File: src/rtl/pdrm_pkg.sv
// pdrm_pkg: shared types and constants of the PWM duty-cycle strength meter.
// No dependencies; compiled first.
package pdrm_pkg;

    // Event kind carried by an input beat
    localparam logic FUNC_EDGE = 1'b0;
    localparam logic FUNC_TICK = 1'b1;

    // Configuration register map
    localparam int CFG_IDX_BITS  = 2;
    localparam int CFG_DATA_BITS = 16;
    typedef logic [CFG_IDX_BITS-1:0]  t_cfg_idx;
    typedef logic [CFG_DATA_BITS-1:0] t_cfg_data;
    localparam t_cfg_idx CFG_TIMER_PERIOD  = 2'd0;
    localparam t_cfg_idx CFG_TIMEOUT_TICKS = 2'd1;

    localparam t_cfg_data TIMER_PERIOD_RST  = 16'd65535;
    localparam t_cfg_data TIMEOUT_TICKS_RST = 16'd100;

    // Strength percentage
    localparam int PCT_BITS = 7;
    typedef logic [PCT_BITS-1:0] t_pct;
    localparam t_pct FULL_SCALE = 7'd100;
    localparam t_pct PCT_ZERO   = 7'd0;

    // Sequencer states, one-hot
    typedef enum logic [2:0] {
        S_IDLE = 3'b001,
        S_DIV  = 3'b010,
        S_PUSH = 3'b100
    } t_state;

endpackage

File: src/rtl/pdrm_if.sv
// pdrm_if: valid/ready channel interfaces of the strength meter (event in,
// result out, configuration write). Depends on pdrm_pkg.
interface pdrm_in_if import pdrm_pkg::*; #(
    parameter int CAPTURE_BITS = 16
) ();
    logic                    valid;
    logic                    ready;
    logic                    func;
    logic [CAPTURE_BITS-1:0] capture_value;
    logic                    pin_level;

    modport source (output valid, func, capture_value, pin_level, input ready);
    modport sink   (input valid, func, capture_value, pin_level, output ready);
endinterface

interface pdrm_out_if import pdrm_pkg::*; ();
    logic valid;
    logic ready;
    t_pct strength_percent;
    logic strength_updated;
    logic timed_out;

    modport source (output valid, strength_percent, strength_updated, timed_out,
                    input ready);
    modport sink   (input valid, strength_percent, strength_updated, timed_out,
                    output ready);
endinterface

interface pdrm_cfg_if import pdrm_pkg::*; ();
    logic      valid;
    logic      ready;
    t_cfg_idx  index;
    t_cfg_data data;

    modport source (output valid, index, data, input ready);
    modport sink   (input valid, index, data, output ready);
endinterface

File: src/rtl/pwm_duty_cycle_rssi_meter.sv
// pwm_duty_cycle_rssi_meter: top level of the PWM duty-cycle strength meter.
// Depends on pdrm_pkg, pdrm_if (channel interfaces) and pdrm_div.
//
// Usage:
//   i_in carries one event per beat: a capture edge (func = edge, timer
//   capture and pin level after the edge) or a 1 ms tick (func = tick).
//   o_out returns exactly one result beat per event: the strength percentage
//   after the event, whether the event wrote it, and whether a tick timed out.
//   i_cfg writes timer_period (index 0) or timeout_ticks (index 1); other
//   indexes are ignored. It is always ready; write only while idle.
// Sequence:
//   Ticks and rising edges go from the accept to the push step and back to
//   idle, the result passing through the output register to o_out.
//   A falling edge first runs the bit-serial divider, one numerator bit per
//   cycle over all CAPTURE_BITS + 8 bits of the scaled numerator, then the push step.
//   One event is in work at a time; an event is accepted while the previous
//   result still sits in the output register.
// Reset (synchronous, active low): widths, capture, silence count and
//   strength clear to zero, registers return to 65535 and 100.
// Stall: a stalled o_out holds its beat; the block then waits in its push
//   step with the next result and accepts no new event until it moves.
module pwm_duty_cycle_rssi_meter import pdrm_pkg::*; #(
    parameter int CAPTURE_BITS = 16
) (
    input  logic        i_clk,
    input  logic        i_rst_n,
    pdrm_in_if.sink     i_in,
    pdrm_out_if.source  o_out,
    pdrm_cfg_if.sink    i_cfg
);
    localparam int W = CAPTURE_BITS + 1;

    t_state                  r_state, n_state;
    t_cfg_data               r_timer_period, n_timer_period;
    t_cfg_data               r_timeout_ticks, n_timeout_ticks;
    logic [CAPTURE_BITS-1:0] r_prev, n_prev;
    logic [W-1:0]            r_low, n_low;
    logic [W-1:0]            r_high, n_high;
    t_cfg_data               r_silence, n_silence;
    t_pct                    r_strength, n_strength;
    logic                    r_res_upd, n_res_upd;
    logic                    r_res_tout, n_res_tout;
    logic                    r_out_valid, n_out_valid;
    t_pct                    r_out_pct;
    logic                    r_out_upd;
    logic                    r_out_tout;

    logic                    in_acc;
    logic                    cfg_acc;
    logic                    out_free;
    logic [W+15:0]           period_wide;
    logic [W-1:0]            period_w;
    logic [W-1:0]            cap_w;
    logic [W-1:0]            prev_w;
    logic [W-1:0]            width;
    logic [W:0]              sum;
    logic [CFG_DATA_BITS:0]  cnt_next;
    logic                    div_start;
    logic                    div_done;
    t_pct                    div_quot;

    assign in_acc   = i_in.valid && i_in.ready;
    assign cfg_acc  = i_cfg.valid && i_cfg.ready;
    assign out_free = !r_out_valid || o_out.ready;

    // pulse width since the previous capture, wrapped by the timer period
    assign period_wide = {{W{1'b0}}, r_timer_period};
    assign period_w    = period_wide[W-1:0];
    assign cap_w       = {1'b0, i_in.capture_value};
    assign prev_w      = {1'b0, r_prev};
    assign width       = (i_in.capture_value > r_prev) ? (cap_w - prev_w)
                                                       : (period_w - prev_w + cap_w);
    assign sum         = {1'b0, width} + {1'b0, r_low};

    // silence counter increment, one bit wider to see the limit crossing
    assign cnt_next = {1'b0, r_silence} + 1'b1;

    assign div_start = (r_state == S_IDLE) && in_acc && (i_in.func == FUNC_EDGE)
                       && !i_in.pin_level && (sum != '0);

    pdrm_div #(
        .WIDTH_BITS (W)
    ) u_div (
        .i_clk   (i_clk),
        .i_rst_n (i_rst_n),
        .i_start (div_start),
        .i_num   (r_low),
        .i_den   (sum),
        .o_done  (div_done),
        .o_quot  (div_quot)
    );

    // event sequencer and measurement state
    always_comb begin
        n_state         = r_state;
        n_timer_period  = r_timer_period;
        n_timeout_ticks = r_timeout_ticks;
        n_prev          = r_prev;
        n_low           = r_low;
        n_high          = r_high;
        n_silence       = r_silence;
        n_strength      = r_strength;
        n_res_upd       = r_res_upd;
        n_res_tout      = r_res_tout;

        // configuration writes
        if (cfg_acc) begin
            unique case (i_cfg.index)
                CFG_TIMER_PERIOD:  n_timer_period  = i_cfg.data;
                CFG_TIMEOUT_TICKS: n_timeout_ticks = i_cfg.data;
                default: ;
            endcase
        end

        unique case (r_state)
            S_IDLE: begin
                if (in_acc) begin
                    n_res_upd  = 1'b0;
                    n_res_tout = 1'b0;
                    n_state    = S_PUSH;
                    if (i_in.func == FUNC_EDGE) begin
                        n_silence = '0;
                        n_prev    = i_in.capture_value;
                        if (i_in.pin_level) begin
                            n_low = width;
                        end else begin
                            n_high    = width;
                            n_res_upd = 1'b1;
                            if (sum == '0) begin
                                n_strength = PCT_ZERO;
                            end else begin
                                n_state = S_DIV;
                            end
                        end
                    end else begin
                        if (cnt_next > {1'b0, r_timeout_ticks}) begin
                            n_silence  = r_timeout_ticks;
                            n_strength = i_in.pin_level ? PCT_ZERO : FULL_SCALE;
                            n_res_upd  = 1'b1;
                            n_res_tout = 1'b1;
                        end else begin
                            n_silence = cnt_next[CFG_DATA_BITS-1:0];
                        end
                    end
                end
            end
            S_DIV: begin
                if (div_done) begin
                    n_strength = div_quot;
                    n_state    = S_PUSH;
                end
            end
            S_PUSH: begin
                if (out_free) begin
                    n_state = S_IDLE;
                end
            end
            default: n_state = S_IDLE;
        endcase
    end

    // output register
    assign n_out_valid = (r_out_valid && !o_out.ready) || (r_state == S_PUSH);

    always_ff @(posedge i_clk) begin
        if (!i_rst_n) begin
            r_state         <= S_IDLE;
            r_timer_period  <= TIMER_PERIOD_RST;
            r_timeout_ticks <= TIMEOUT_TICKS_RST;
            r_prev          <= '0;
            r_low           <= '0;
            r_high          <= '0;
            r_silence       <= '0;
            r_strength      <= PCT_ZERO;
            r_out_valid     <= 1'b0;
        end else begin
            r_state         <= n_state;
            r_timer_period  <= n_timer_period;
            r_timeout_ticks <= n_timeout_ticks;
            r_prev          <= n_prev;
            r_low           <= n_low;
            r_high          <= n_high;
            r_silence       <= n_silence;
            r_strength      <= n_strength;
            r_out_valid     <= n_out_valid;
        end
        r_res_upd  <= n_res_upd;
        r_res_tout <= n_res_tout;
        if ((r_state == S_PUSH) && out_free) begin
            r_out_pct  <= r_strength;
            r_out_upd  <= r_res_upd;
            r_out_tout <= r_res_tout;
        end
    end

    assign i_in.ready             = (r_state == S_IDLE);
    assign i_cfg.ready            = 1'b1;
    assign o_out.valid            = r_out_valid;
    assign o_out.strength_percent = r_out_pct;
    assign o_out.strength_updated = r_out_upd;
    assign o_out.timed_out        = r_out_tout;

    // a timeout always writes the strength, and only to a rail value
    a_tout_rail: assert property (@(posedge i_clk) disable iff (!i_rst_n)
        o_out.valid && o_out.timed_out |->
            o_out.strength_updated &&
            (o_out.strength_percent == PCT_ZERO || o_out.strength_percent == FULL_SCALE))
        else $error("timeout beat without a rail strength");

    // an accepted event moves the sequencer out of idle
    a_acc_leaves_idle: assert property (@(posedge i_clk) disable iff (!i_rst_n)
        in_acc |=> r_state != S_IDLE)
        else $error("sequencer stayed idle after an accepted event");

    // division results arrive only while waiting for them, and never exceed 100
    a_div_in_state: assert property (@(posedge i_clk) disable iff (!i_rst_n)
        div_done |-> (r_state == S_DIV) && (div_quot <= FULL_SCALE))
        else $error("unexpected or out-of-range division result");

    // a result is pushed only into a free output register
    a_push_free: assert property (@(posedge i_clk) disable iff (!i_rst_n)
        (r_state == S_PUSH) && out_free |=> r_out_valid && (r_state == S_IDLE))
        else $error("push step lost its result");

endmodule

File: src/rtl/pdrm_div.sv
// pdrm_div: bit-serial restoring divider, floor(num*100/den), one numerator
// bit per cycle. Depends on pdrm_pkg.
module pdrm_div import pdrm_pkg::*; #(
    parameter int WIDTH_BITS = 17
) (
    input  logic                  i_clk,
    input  logic                  i_rst_n,
    input  logic                  i_start,
    input  logic [WIDTH_BITS-1:0] i_num,
    input  logic [WIDTH_BITS:0]   i_den,
    output logic                  o_done,
    output t_pct                  o_quot
);
    // numerator is num*100 < 2^(WIDTH_BITS+7)
    localparam int NB       = WIDTH_BITS + 7;
    localparam int CNT_BITS = $clog2(NB + 1);

    logic [NB-1:0]         r_num, n_num;
    logic [WIDTH_BITS:0]   r_rem, n_rem;
    logic [WIDTH_BITS:0]   r_den, n_den;
    t_pct                  r_quot, n_quot;
    logic [CNT_BITS-1:0]   r_cnt, n_cnt;
    logic                  r_busy, n_busy;
    logic                  r_done, n_done;

    logic [NB-1:0]         num_ext;
    logic [NB-1:0]         num_x100;
    logic [WIDTH_BITS+1:0] trial;
    logic [WIDTH_BITS+1:0] diff;
    logic                  fits;

    // num*100 = num*64 + num*32 + num*4
    assign num_ext  = {7'b0, i_num};
    assign num_x100 = (num_ext << 6) + (num_ext << 5) + (num_ext << 2);

    // one restoring step: bring down the next numerator bit
    assign trial = {r_rem, r_num[NB-1]};
    assign diff  = trial - {1'b0, r_den};
    assign fits  = (trial >= {1'b0, r_den});

    always_comb begin
        n_num  = r_num;
        n_rem  = r_rem;
        n_den  = r_den;
        n_quot = r_quot;
        n_cnt  = r_cnt;
        n_busy = r_busy;
        n_done = 1'b0;
        if (i_start) begin
            n_num  = num_x100;
            n_rem  = '0;
            n_den  = i_den;
            n_quot = '0;
            n_cnt  = CNT_BITS'(NB);
            n_busy = 1'b1;
        end else if (r_busy) begin
            n_num  = {r_num[NB-2:0], 1'b0};
            n_rem  = fits ? diff[WIDTH_BITS:0] : trial[WIDTH_BITS:0];
            n_quot = {r_quot[PCT_BITS-2:0], fits};
            n_cnt  = r_cnt - 1'b1;
            if (r_cnt == CNT_BITS'(1)) begin
                n_busy = 1'b0;
                n_done = 1'b1;
            end
        end
    end

    always_ff @(posedge i_clk) begin
        if (!i_rst_n) begin
            r_busy <= 1'b0;
            r_done <= 1'b0;
            r_cnt  <= '0;
        end else begin
            r_busy <= n_busy;
            r_done <= n_done;
            r_cnt  <= n_cnt;
        end
        r_num  <= n_num;
        r_rem  <= n_rem;
        r_den  <= n_den;
        r_quot <= n_quot;
    end

    assign o_done = r_done;
    assign o_quot = r_quot;

    // a start never lands on a running division
    a_no_restart: assert property (@(posedge i_clk) disable iff (!i_rst_n)
        i_start |-> !r_busy)
        else $error("divider restarted while busy");

    // done follows the last step of a running division
    a_done_after_busy: assert property (@(posedge i_clk) disable iff (!i_rst_n)
        r_done |-> $past(r_busy) && !r_busy)
        else $error("divider done without a running division");

    // remainder always stays below the divisor
    a_rem_bound: assert property (@(posedge i_clk) disable iff (!i_rst_n)
        r_busy && !$past(i_start) |-> r_rem < r_den)
        else $error("divider remainder out of range");

endmodule

File: src/flat_wrapper.sv
// flat-port wrapper written by rule: the top's interface ports become plain ports
module pwm_duty_cycle_rssi_meter_flat import pdrm_pkg::*;
#(
    parameter int CAPTURE_BITS = 16
)
  (i_clk, i_rst_n, i_in_valid, i_in_func, i_in_capture_value, i_in_pin_level, i_in_ready, o_out_valid, o_out_strength_percent, o_out_strength_updated, o_out_timed_out, o_out_ready, i_cfg_valid, i_cfg_index, i_cfg_data, i_cfg_ready);
  pdrm_in_if #(.CAPTURE_BITS(CAPTURE_BITS)) i_in_i ();
  pdrm_out_if o_out_i ();
  pdrm_cfg_if i_cfg_i ();
  input  logic i_clk;
  input  logic i_rst_n;
  input wire logic [$bits(i_in_i.valid)-1:0] i_in_valid;
  input wire logic [$bits(i_in_i.func)-1:0] i_in_func;
  input wire logic [$bits(i_in_i.capture_value)-1:0] i_in_capture_value;
  input wire logic [$bits(i_in_i.pin_level)-1:0] i_in_pin_level;
  output wire logic [$bits(i_in_i.ready)-1:0] i_in_ready;
  output wire logic [$bits(o_out_i.valid)-1:0] o_out_valid;
  output wire logic [$bits(o_out_i.strength_percent)-1:0] o_out_strength_percent;
  output wire logic [$bits(o_out_i.strength_updated)-1:0] o_out_strength_updated;
  output wire logic [$bits(o_out_i.timed_out)-1:0] o_out_timed_out;
  input wire logic [$bits(o_out_i.ready)-1:0] o_out_ready;
  input wire logic [$bits(i_cfg_i.valid)-1:0] i_cfg_valid;
  input wire logic [$bits(i_cfg_i.index)-1:0] i_cfg_index;
  input wire logic [$bits(i_cfg_i.data)-1:0] i_cfg_data;
  output wire logic [$bits(i_cfg_i.ready)-1:0] i_cfg_ready;
  assign i_in_i.valid = i_in_valid;
  assign i_in_i.func = i_in_func;
  assign i_in_i.capture_value = i_in_capture_value;
  assign i_in_i.pin_level = i_in_pin_level;
  assign i_in_ready = i_in_i.ready;
  assign o_out_valid = o_out_i.valid;
  assign o_out_strength_percent = o_out_i.strength_percent;
  assign o_out_strength_updated = o_out_i.strength_updated;
  assign o_out_timed_out = o_out_i.timed_out;
  assign o_out_i.ready = o_out_ready;
  assign i_cfg_i.valid = i_cfg_valid;
  assign i_cfg_i.index = i_cfg_index;
  assign i_cfg_i.data = i_cfg_data;
  assign i_cfg_ready = i_cfg_i.ready;
  pwm_duty_cycle_rssi_meter #(.CAPTURE_BITS(CAPTURE_BITS)) u_core (.i_clk(i_clk), .i_rst_n(i_rst_n), .i_in(i_in_i), .o_out(o_out_i), .i_cfg(i_cfg_i));
endmodule
File: config.mk
export PLATFORM = sky130hd
export DESIGN_NAME = pwm_duty_cycle_rssi_meter_flat
export DESIGN_NICKNAME = d
export VERILOG_FILES = /design/src/rtl/pdrm_pkg.sv /design/src/rtl/pdrm_if.sv /design/src/rtl/pwm_duty_cycle_rssi_meter.sv /design/src/rtl/pdrm_div.sv /design/src/flat_wrapper.sv
export SDC_FILE = /design/constraint.sdc
export NUM_CORES = 1
export LEC_CHECK = 0
export BUFFER_PORTS_ARGS = -buffer_cell sky130_fd_sc_hd__buf_2
export CAP_MARGIN = 15
export CORE_ASPECT_RATIO = 0.8
export CORE_MARGIN = 1
export CORE_UTILIZATION = 40
export DETAILED_ROUTE_END_ITERATION = 16
export PLACE_DENSITY = 0.58
export SYNTH_ARGS = -nofsm -noshare
export SYNTH_HDL_FRONTEND = slang
export SYNTH_HIERARCHICAL = 1
export SYNTH_SLANG_ARGS = --single-unit
File: constraint.sdc
create_clock -name i_clk -period 7.21 [get_ports i_clk]
set_input_delay 1.442 -clock i_clk [delete_from_list [all_inputs] [get_ports i_clk]]
set_output_delay 1.442 -clock i_clk [all_outputs]
set_load 0.05 [all_outputs]
==> flow_summary.json, run 1 <==
{
  "status": "complete, no violations",
  "synth_seq_cells": 175,
  "syn_nets": 1639,
  "num_rows": 57,
  "grt_max_degree": 105,
  "vias": 10072,
  "drive_gt1_frac": 0.109,
  "start_util": 0.412,
  "synth_most_common_cell": "nand2_1",
  "cts_resized": 0,
  "synth_area_leader_cell": "dfxtp_1",
  "drtIter0Drc": 619,
  "grt_pass1_vias": 9411,
  "clockBufferDepth": 2,
  "rsz0062_at_grt": "no",
  "port_buffers": 51,
  "firstDrtPassIters": 5,
  "maxCapViolCount": 0,
  "wl_um": 30500,
  "netlist_top_cells_count": "nand2_1 (158), inv_1 (149), dfxtp_1 (124), nor2_1 (124), ha_1 (108)",
  "ios": 53,
  "path_cells": "buf_2, inv_1, fa_1, inv_1, ha_1, a21o_1, a221oi_1, a21o_1, o21ai_1, a221o_1, a21oi_2, xnor2_1, o22a_1, ha_1, and4_1, and2_1, o21ai_0, o31ai_1, a311oi_1, nor3_2, nand4b_2, and3_2, buf_12, mux2_2",
  "criticalPathCategory": "in -> reg",
  "vias_per_cell": 5.27,
  "dp_hpwl_um": 23400,
  "cts_buffers": 17,
  "clkTransAtPathRegs_ps": 70,
  "antenna_left": 0,
  "synth.distinct_cells": 89,
  "holdBufCountCts": 0,
  "relSlewSlack": 0.320,
  "r2r_end": "u_core/u_div/r_num[12]",
  "end_kind": "flip-flop",
  "skew_ps": 12.0,
  "min_path_type": "reg -> reg",
  "h-tree-depth": 4,
  "netlist.area_leader.share": 0.196,
  "arrival_ps": 6770,
  "cts_tree": "built",
  "synthFlopType": "dfxtp_1",
  "postSynthCellCount": 1457,
  "hold_path_depth": 0,
  "async_flop_share": 0,
  "synth_edf_count": 51,
  "critPathMaxStageDelay_ps": 590,
  "cp.required_ps": 7410,
  "power.density_mw_per_mm2": 248,
  "critPathLaunchType": "input port",
  "grt.total_usage": 0.195,
  "worst_pin_slew_ps": 1020,
  "routedWlPerCell_um": 15.9,
  "synth_area_mm2": 0.0127,
  "cts_root_buf": "clkbuf_16",
  "critPathBufInv": 4,
  "antenna_cells": 0,
  "final_nets": 1668,
  "die_w_um": 201,
  "drc": 0,
  "grt_pass1_wl_um": 50600,
  "path_max_fanout": 39,
  "die-height_um": 161,
  "hold_viol": 0,
  "fin_crit_sh": 0.912,
  "r2r-start": "u_core/r_timer_period[1]",
  "area_growth_syn_to_layout_pct": 9.65,
  "ys_seq_area_frac": 0.316,
  "ys_warn_count": 6,
  "antenna_found_initial": 1,
  "gp_congestion": 0.869,
  "period_needed_ps": 6570,
  "cts_sinks": 175,
  "r2r_slack_ps": 1470,
  "holdCritStartpoint": "u_core/r_res_tout",
  "final_max_slew_viol_count": 0,
  "coreArea_mm2": 0.0308,
  "power_mw": 3.45,
  "setup_tns_ps": 0,
  "cpLargestDelayFamily": "compound AO/OA/AOI/OAI gates",
  "clock_latency_ps": 450,
  "yosys-top-cells-area": "dfxtp_1 (20%), edfxtp_1 (12%), ha_1 (11%), fa_1 (5.2%), nand2_1 (4.7%)",
  "syn_avg_cell_area_um2": 8.71,
  "dieArea_mm2": 0.0325,
  "r2r_cells": 23,
  "postCtsSetupBuffers": 0,
  "setup_viol_count_final": 0,
  "max_freq_ghz": 0.152,
  "hold_end": "u_core/o_out.timed_out",
  "cp_slowest_cell": "fa_1",
  "peakVddDrop_v": 0.000162,
  "grt_overflow_total": 0,
  "power.leakage_nw": 6.10
}
worst max-delay path by stage:
stage                               start                     end  cells after the start
detailed placement  i_in_capture_value[1]  u_core/u_div/r_num[12]                     24
finish              i_in_capture_value[1]  u_core/u_div/r_num[12]                     24
floorplan           i_in_capture_value[1]  u_core/u_div/r_num[10]                     24
CTS                 i_in_capture_value[1]  u_core/u_div/r_num[12]                     24
global route        i_in_capture_value[1]  u_core/u_div/r_rem[16]                     25
global placement    i_in_capture_value[1]  u_core/u_div/r_num[21]                     24
logic make-up (layout without fill, tap and decap cells):
kind of cell | count (synthesis) | after routing | share of synthesized area
xor+xnor | 85 | 85 | 0.0586
mux | 51 | 51 | 0.0426
compound gates | 371 | 371 | 0.201
flops | 175 | 175 | 0.316
simple gates | 429 | 429 | 0.158
other cells | 1 | 1 | 0.000295
fa+ha+maj | 141 | 141 | 0.158
buf+inv | 204 | 246 | 0.0644
cells in the final DEF (no fill, tap or decap), drive strengths merged, types with 51 or more instances in the layout:
cell type  count
nand2        158
inv          153
nor2         125
dfxtp        124
ha           108
a21oi         90
o21ai         71
buf           65
xnor2         55
edfxtp        51
power by group:
part	switching, mW	internal, mW
Clock	0.422	0.492
Combinational	0.786	0.559
Sequential	0.0745	1.12
Total	1.28	2.17
sequential cells by signal, summed over array words and instances (netlist names), 16 cells and up:
signal and count:
u_core/u_div/r_den 18, u_core/r_timer_period 16, u_core/u_div/r_rem 18, u_core/u_div/r_num 22, u_core/r_prev 16, u_core/r_timeout_ticks 16, u_core/r_low 17, u_core/r_silence 16
final cells by class:
class | count | area (um^2)
sequential | 175 | 4010
clock inverter | 10 | 103
clock buffer | 22 | 455
tap | 413 | 517
inverter | 149 | 559
multi-input combinational | 1078 | 7880
fill | 3052 | 16900
timing repair buffer | 65 | 398
stage by stage:
| stage | instance area [um^2] | hold slack [ps] | setup WS, ps | util | instances |
|---|---|---|---|---|---|
| after global routing | 13900 | 436 | 281 | 0.452 | 1912 |
| after CTS | 13900 | 423 | 659 | 0.452 | 1912 |
| after floorplan | 12700 | 400 | 434 | - | 1457 |
| after global placement | 13400 | 402 | 342 | 0.434 | 1880 |
| final | 13900 | 421 | 636 | 0.452 | 1912 |
| after detailed placement | 13400 | 407 | 178 | 0.434 | 1880 |
per-layer routing:
metal,vias to the layer above,track usage,share of wire
met5,-,0,0.00059
met4,2,0.0458,0.0095
met3,20,0.0391,0.037
met2,170,0.275,0.41
met1,4765,0.299,0.54
li1,5115,-,-
No activity file was read; power rests on OpenSTA's default activity.
==> run 2, diff against run 1 <==
--- a/config.mk
+++ b/config.mk
@@ -7,7 +7,6 @@
 export LEC_CHECK = 0
 export BUFFER_PORTS_ARGS = -buffer_cell sky130_fd_sc_hd__buf_2
 export CAP_MARGIN = 15
-export CORE_ASPECT_RATIO = 0.8
 export CORE_MARGIN = 1
 export CORE_UTILIZATION = 40
 export DETAILED_ROUTE_END_ITERATION = 16
==> flow_summary.json, run 2 (same netlist as run 1, synthesis figures left out) <==
{
  "post-place-ws_ps": 88.6,
  "critPathMaxStageDelay_ps": 600,
  "setup_viol_count_final": 0,
  "coreArea_mm2": 0.0309,
  "mostFrequentLayoutCells": "nand2_1 (158), inv_1 (149), nor2_1 (124), dfxtp_1 (124), ha_1 (108)",
  "vias": 10044,
  "skew_ps": 19.8,
  "routedWlPerCell_um": 15.7,
  "die_w_um": 180,
  "wl_um": 29800,
  "h-tree-depth": 4,
  "critPathLaunchType": "input port",
  "final_nets": 1671,
  "num_rows": 64,
  "worst_slack_ps": 499,
  "cpLargestDelayFamily": "compound AO/OA/AOI/OAI gates",
  "rsz0062_at_grt": "no",
  "path_cells": "buf_2, inv_1, fa_1, inv_1, ha_1, a21o_1, a221oi_1, a21o_1, o21ai_1, a221o_1, a21oi_2, xnor2_1, o22a_1, ha_1, and4_1, and2_1, o21ai_0, o31ai_1, a311oi_1, nor3_2, nand4b_2, and3_2, buf_12, mux2_2",
  "power.leakage_nw": 6.11,
  "firstDrtPassIters": 5,
  "antenna_found_initial": 0,
  "power.density_mw_per_mm2": 248,
  "clock_latency_ps": 440,
  "drc": 0,
  "largest_register_ff_count": 22,
  "cp.required_ps": 7400,
  "clkTransAtPathRegs_ps": 70,
  "grt_pass1_vias": 9733,
  "dieArea_mm2": 0.0325,
  "grt_overflow_total": 0,
  "power_mw": 3.45,
  "layout_commonest_cell": "nand2_1",
  "grt_pass1_wl_um": 49800,
  "cts_buffers": 17,
  "port_buffers": 51,
  "status": "complete, no violations",
  "final_max_slew_viol_count": 0,
  "drive_gt1_frac": 0.111,
  "area_growth_syn_to_layout_pct": 9.72,
  "nFillCells": 3089,
  "cts_resized": 0,
  "antenna_cells": 0,
  "vias_per_cell": 5.29,
  "top_register": "u_core/u_div/r_num",
  "maxCapViolCount": 0,
  "period_needed_ps": 6710,
  "place_area_mm2": 0.0134,
  "cts_sinks": 175,
  "grt.total_usage": 0.189,
  "antenna_left": 0,
  "gp_congestion": 0.832,
  "cp_slowest_cell": "fa_1",
  "hold_viol": 0,
  "peakVddDrop_v": 0.000193,
  "setup_tns_ps": 0,
  "dp_hpwl_um": 22500,
  "postCtsSetupBuffers": 0,
  "die-height_um": 180,
  "cts_tree": "built",
  "critPathBufInv": 4,
  "fin_crit_sh": 0.931,
  "arrival_ps": 6900,
  "holdBufCountCts": 0,
  "drtIter0Drc": 663,
  "end_kind": "flip-flop",
  "top_regs": "u_core/u_div/r_num (22), u_core/u_div/r_den (18), u_core/u_div/r_rem (18)",
  "start_util": 0.411,
  "clockBufferDepth": 2,
  "design_area_mm2": 0.0139,
  "criticalPathCategory": "in -> reg",
  "ios": 53,
  "worst_pin_slew_ps": 1030,
  "max_freq_ghz": 0.149,
  "relSlewSlack": 0.312,
  "grt_max_degree": 105,
  "min_path_type": "reg -> reg",
  "path_max_fanout": 50,
  "cts_root_buf": "clkbuf_16"
}
==> run 2: cell count changes in the layout (fill, tap and decap cells not counted), sizes merged <==
| cell | change |
|---|---|
| clkinvlp | +1 |
| clkbuf | -2 |
| inv | +4 |
| buf | +3 |
| bufinv | -1 |
| clkinv | -2 |
==> run 2: per-stage QoR <==
step,hold WS (ps),utilization,instances
final,424,0.451,1898
after global routing,427,0.451,1898
after CTS,426,0.451,1898
after detailed placement,409,0.432,1866
after global placement,407,0.432,1866
after floorplan,400,-,1457
==> run 2: final timing paths <==
kind                               from                endpoint  slack [ps]  depth (start not counted)
setup / recovery  i_in_capture_value[1]  u_core/u_div/r_num[17]         500                         24
hold / removal        u_core/r_res_tout  u_core/o_out.timed_out         420                          0
setup reg to reg       u_core/r_prev[1]  u_core/u_div/r_num[17]        1360                         21
hold reg to reg       u_core/r_res_tout  u_core/o_out.timed_out         420                          0
==> run 2: worst reg2reg max path: cells and delay by family, from the launching register on <==
kind                       cells  cell delay, ps
adders and majority gates      2             720
AOI/OAI and AO/OA              7            1450
buffers and inverters          3             650
and+or+nand+nor                7            1570
DFF                            1             400
muxes                          2             830
==> run 2: layer usage <==
layer,vias up,GRT usage,share of wire
met5,-,0,0
met4,0,0.0424,0.0091
met3,17,0.0297,0.035
met2,156,0.310,0.45
met1,4738,0.261,0.51
li1,5133,-,-
==> run 2: layout make-up <==
| class | instances | area, um^2 | area share |
|---|---|---|---|
| sequential | 175 | 4010 | 0.288 |
| clock buffer | 20 | 447 | 0.0321 |
| clock inverter | 12 | 119 | 0.00853 |
| tap | 396 | 495 | 0.0356 |
| timing repair buffer | 68 | 420 | 0.0302 |
| inverter | 149 | 559 | 0.0402 |
| multi-input combinational | 1078 | 7880 | 0.565 |
==> run 2: power by group <==
part | internal (mW) | leakage (nW) | switching [mW]
Clock | 0.469 | 0.274 | 0.458
Sequential | 1.12 | 1.48 | 0.0767
Combinational | 0.559 | 4.35 | 0.772
